===== config.mk =====
export PLATFORM = sky130hd
export DESIGN_NAME = rpnfse_front
export DESIGN_NICKNAME = d
export VERILOG_FILES = /design/src/rtl/core/rpnfse_pkg.sv /design/src/rtl/core/rpnfse_front.sv
export SDC_FILE = /design/constraint.sdc
export NUM_CORES = 1
export LEC_CHECK = 0
export BUFFER_PORTS_ARGS = -buffer_cell sky130_fd_sc_hd__buf_2
export CELL_PAD_IN_SITES_DETAIL_PLACEMENT = 0
export CELL_PAD_IN_SITES_GLOBAL_PLACEMENT = 1
export CORE_ASPECT_RATIO = 1.4
export CORE_MARGIN = 4
export CORE_UTILIZATION = 40
export DETAILED_ROUTE_END_ITERATION = 12
export GPL_TIMING_DRIVEN = 0
export HOLD_SLACK_MARGIN = 0.15
export PLACE_DENSITY_LB_ADDON = 0.1
export SKIP_LAST_GASP = 1
export SYNTH_ARGS = -nofsm -noshare
export SYNTH_HDL_FRONTEND = slang
export SYNTH_SLANG_ARGS = --single-unit

===== constraint.sdc =====
create_clock -name clk -period 3.22 [get_ports clk]
set_clock_uncertainty 0.2 [all_clocks]
set_input_delay 0.644 -clock clk [delete_from_list [all_inputs] [get_ports clk]]
set_output_delay 0.644 -clock clk [all_outputs]
set_load 0.01 [all_outputs]

===== src/rtl/core/rpnfse_pkg.sv =====
package rpnfse_pkg;

	localparam int unsigned STACK_DEPTH_DEF = 16;
	localparam int unsigned QUEUE_DEPTH = 2;

	localparam logic [7:0] CH_ZERO  = 8'h30;
	localparam logic [7:0] CH_NINE  = 8'h39;
	localparam logic [7:0] CH_SPACE = 8'h20;
	localparam logic [7:0] CH_PLUS  = 8'h2B;
	localparam logic [7:0] CH_MINUS = 8'h2D;
	localparam logic [7:0] CH_STAR  = 8'h2A;
	localparam logic [7:0] CH_SLASH = 8'h2F;

	localparam logic [2:0] ST_OK       = 3'd0;
	localparam logic [2:0] ST_OVERFLOW = 3'd1;
	localparam logic [2:0] ST_UNDERFLOW = 3'd2;
	localparam logic [2:0] ST_INVALID  = 3'd3;
	localparam logic [2:0] ST_ZERODIV  = 3'd4;
	localparam logic [2:0] ST_LEFTOVER = 3'd5;

	typedef struct packed {
		logic [7:0] symbol;
		logic       is_last;
	} in_word_t;

	typedef struct packed {
		logic signed [31:0] result_value;
		logic [2:0]         status;
	} out_word_t;

	typedef enum logic [2:0] {
		OP_PUSH,
		OP_NOP,
		OP_ADD,
		OP_SUB,
		OP_MUL,
		OP_DIV,
		OP_BAD
	} op_t;

	// classified word handed from front to back
	typedef struct packed {
		op_t        op;
		logic [3:0] digit;
		logic       is_last;
	} cmd_t;

	typedef enum logic [3:0] {
		B_IDLE,
		B_RD0,
		B_RD1,
		B_MUL0,
		B_MUL1,
		B_COMB,
		B_FRD,
		B_FIN,
		B_DIV,
		B_DIVEND,
		B_OUT
	} bstate_t;

endpackage


===== src/rtl/core/rpnfse_front.sv =====
module rpnfse_front (
	input  logic                 clk,
	input  logic                 arst_n,
	input  logic                 in_valid,
	output logic                 in_ready,
	input  rpnfse_pkg::in_word_t in_data,
	output logic                 cmd_valid,
	input  logic                 cmd_ready,
	output rpnfse_pkg::cmd_t     cmd
);

	rpnfse_pkg::cmd_t q_q [rpnfse_pkg::QUEUE_DEPTH];
	logic             rp_q, wp_q;
	logic [1:0]       cnt_q;
	rpnfse_pkg::cmd_t cls;

	always_comb begin
		cls.digit = in_data.symbol[3:0];
		cls.is_last = in_data.is_last;
		if (in_data.symbol >= rpnfse_pkg::CH_ZERO && in_data.symbol <= rpnfse_pkg::CH_NINE)
			cls.op = rpnfse_pkg::OP_PUSH;
		else if (in_data.symbol == rpnfse_pkg::CH_SPACE)
			cls.op = rpnfse_pkg::OP_NOP;
		else if (in_data.symbol == rpnfse_pkg::CH_PLUS)
			cls.op = rpnfse_pkg::OP_ADD;
		else if (in_data.symbol == rpnfse_pkg::CH_MINUS)
			cls.op = rpnfse_pkg::OP_SUB;
		else if (in_data.symbol == rpnfse_pkg::CH_STAR)
			cls.op = rpnfse_pkg::OP_MUL;
		else if (in_data.symbol == rpnfse_pkg::CH_SLASH)
			cls.op = rpnfse_pkg::OP_DIV;
		else
			cls.op = rpnfse_pkg::OP_BAD;
	end

	assign in_ready  = (cnt_q != 2'd2);
	assign cmd_valid = (cnt_q != 2'd0);
	assign cmd       = q_q[rp_q];

	always_ff @(posedge clk) begin
		if (in_valid && in_ready)
			q_q[wp_q] <= cls;
	end

	always_ff @(posedge clk or negedge arst_n) begin
		if (!arst_n) begin
			rp_q <= 1'b0;
			wp_q <= 1'b0;
			cnt_q <= 2'd0;
		end else begin
			if (in_valid && in_ready)
				wp_q <= ~wp_q;
			if (cmd_valid && cmd_ready)
				rp_q <= ~rp_q;
			case ({in_valid && in_ready, cmd_valid && cmd_ready})
				2'b10: cnt_q <= cnt_q + 2'd1;
				2'b01: cnt_q <= cnt_q - 2'd1;
				default: cnt_q <= cnt_q;
			endcase
		end
	end

endmodule


==> flow_summary.yaml <==
status:
  outcome: "completed"
synthesis:
  yosysSeqAreaShare_pct: 66.9
  synth_seq_cells: 20
  yosysTopAreaCell: "edfxtp_1"
  mappedNetlistNets: 69
  synth_top_area_share_pct: 55.3
  synthTopCellsByArea: "edfxtp_1 55%, dfrtp_1 12%, mux2_2 10%"
  syn_inst: 55
  yosys_warnings: 0
  syn-mean-instance-area_um2: 15.8
  ys_types: 21
  synth_area_um2: 868
timing:
  hold_violations: 0
  setup_viol: 0
  finalCritPeriodShare_pct: 68.7
  max_freq_ghz: 0.452
  worst_pin_slew_ns: 0.674
  drv_slew: 0
  fin_setup_tns_ns: 0
  holdWs_ns: 0.305
  max_slew_margin_pct: 54.9
  rsz0062_at_grt: "false"
  min_period_ns: 2.21
  timing.final.ws_setup_ns: 1.01
clock_tree:
  cts.sinks: 20
  cts-buffers-inserted: 3
  tritoncts: "done"
  clkTransAtPathRegs_ns: 0.11
  h-tree-depth: 1
  cts_buffer_depth: 2
  root_buffer: "clkbuf_4"
  insertion_delay_ns: 0.29
global_routing:
  overflow: 0
  grt_pass1_vias: 528
  grt_max_degree: 13
  grtUsageTotal_pct: 11.1
  grt_pass1_wl_um: 2370
  grt_antenna_before_repair: 0
hold_path:
  hold_path_depth: 1
  worstHoldStart: "wp_q$_DFFE_PN0P_"
  min_path_type: "reg -> reg"
  hold_end: "wp_q$_DFFE_PN0P_"
drt:
  vias: 526
  routedWlPerCell_um: 14.1
  dr.pass1.iters: 4
  drt_iter0_markers: 6
  antenna_left: 0
  vias_per_cell: 5.11
  drt_wl_total_um: 1450
  drc: 0
worst_setup_path:
  r2r_cells: 3
  rr_startpoint: "cnt_q[0]$_DFFE_PN0P_"
  cp_data_required_time_ns: 2.38
  critPathKind: "reg -> out"
  end_kind: "output pin"
  worst-endpoint-arrival_ns: 1.37
  reg2reg_setup_slack_ns: 1.42
  cp-start-kind: "flip-flop"
  cp_max_fo: 9
  r2r_end: "q_q[0][4]$_DFFE_PP_"
power_and_ir_drop:
  ir_worst_vdd_v: 0.000520
  power_leakage_uw: 0.000417
  power_density_mw_per_mm2: 824
  total_power_uw: 880
floorplanning:
  initial_core_util_pct: 43.0
  num_io_pins: 23
  rows: 19
  die_area_mm2: 0.00299
  die_width_um: 47.4
  core_mm2: 0.00202
  fp.dieH_um: 63.1
place:
  portBuffers: 22
  dpl_cell_area_mm2: 0.00100
  dp_hpwl_um: 1050
  routabilityCongestion: 0.652
  pre_cts_ws_ns: 1.23
final_layout:
  nets: 97
  diodes: 0
  area_delta_synth_final_pct: 22.9
  layout_commonest_cell: "buf_2"
  final_cell_mix: "23 x buf_2, 16 x edfxtp_1, 8 x mux2_2, 4 x xnor2_1, 4 x dfrtp_1"
  drive_above_1_share_pct: 46.3
  fin_area_mm2: 0.00107
run:
  drv_cap: 0
synth_stat cells (all sizes together):
| library cell | count |
|---|---|
| a21o | 1 |
| a31oi | 1 |
| and2 | 1 |
| and3 | 3 |
| buf | 1 |
| dfrtp | 4 |
| edfxtp | 16 |
| ha | 1 |
| mux2 | 8 |
| nand2 | 1 |
| nand2b | 1 |
| nor2 | 2 |
| nor2b | 1 |
| nor3b | 2 |
| nor4 | 1 |
| o21ai | 3 |
| or2 | 1 |
| xnor2 | 4 |
| xor2 | 3 |
stage by stage:
step / cells / utilization, %
3_5_place_dp: 98 / 49.7
3_3_place_gp: 98 / 49.7
4_1_cts: 103 / 52.8
2_1_floorplan: 55 / -
6_report: 103 / 52.8
5_1_grt: 103 / 52.8
worst max-delay path: stages, from the launching register on:
cell,delay (ns)
dfrtp_1,0.34
buf_2,0.23
mux2_2,0.36
buf_2,0.14
per-layer routing:
metal  global-route usage [%]  share of wire (%)
met5                        0                  0
met2                     19.1                 55
met4                     4.15                  0
met3                     3.70                7.3
met1                     11.8                 38
power by group:
part,total [uW],internal [uW],switching (uW)
registers,385,357,28.1
logic,295,145,149
clock network,200,126,74.1
registers in the layout, indices dropped and copies added, names as in the netlist:
register / cells
wp_q: 1
cnt_q: 2
rp_q: 1
q_q: 16
worst max-delay path by stage:
stage                     startpoint             endpoint  slack, ns  depth (start not counted)
finish              rp_q$_DFFE_PN0P_               cmd[3]       1.01                          3
global route        rp_q$_DFFE_PN0P_               cmd[1]       0.92                          3
CTS                 rp_q$_DFFE_PN0P_               cmd[3]       0.98                          3
detailed placement          in_valid  q_q[0][3]$_DFFE_PP_       1.23                          3
global placement            in_valid  q_q[0][3]$_DFFE_PP_       1.23                          3
floorplan           rp_q$_DFFE_PN0P_               cmd[0]       1.52                          2
cell type report:
class / instances / area (um^2)
multi-input combinational: 34 / 283
clock buffer: 3 / 22.5
buffer: 1 / 5.00
clock inverter: 1 / 30.0
fill: 184 / 953
timing repair buffer: 23 / 120
tap: 21 / 26.3
sequential: 20 / 581
cell families (layout without fill, tap and decap cells):
| family | count (synthesis) | after routing | share of synthesized area, % |
|---|---|---|---|
| flops | 20 | 20 | 66.9 |
| simple gates | 13 | 13 | 10.4 |
| mux | 8 | 8 | 10.4 |
| xor+xnor | 7 | 7 | 7.06 |
| compound gates | 5 | 5 | 3.31 |
| fa+ha+maj | 1 | 1 | 1.44 |
| buf+inv | 1 | 28 | 0.576 |
repair_timing:
action                                 CTS  global route
hold buffers                             1             0
buffers inserted                         0             0
endpoints found under the hold margin    4             0
gates resized for setup                  0             0
(Power assumes the default switching activity.)
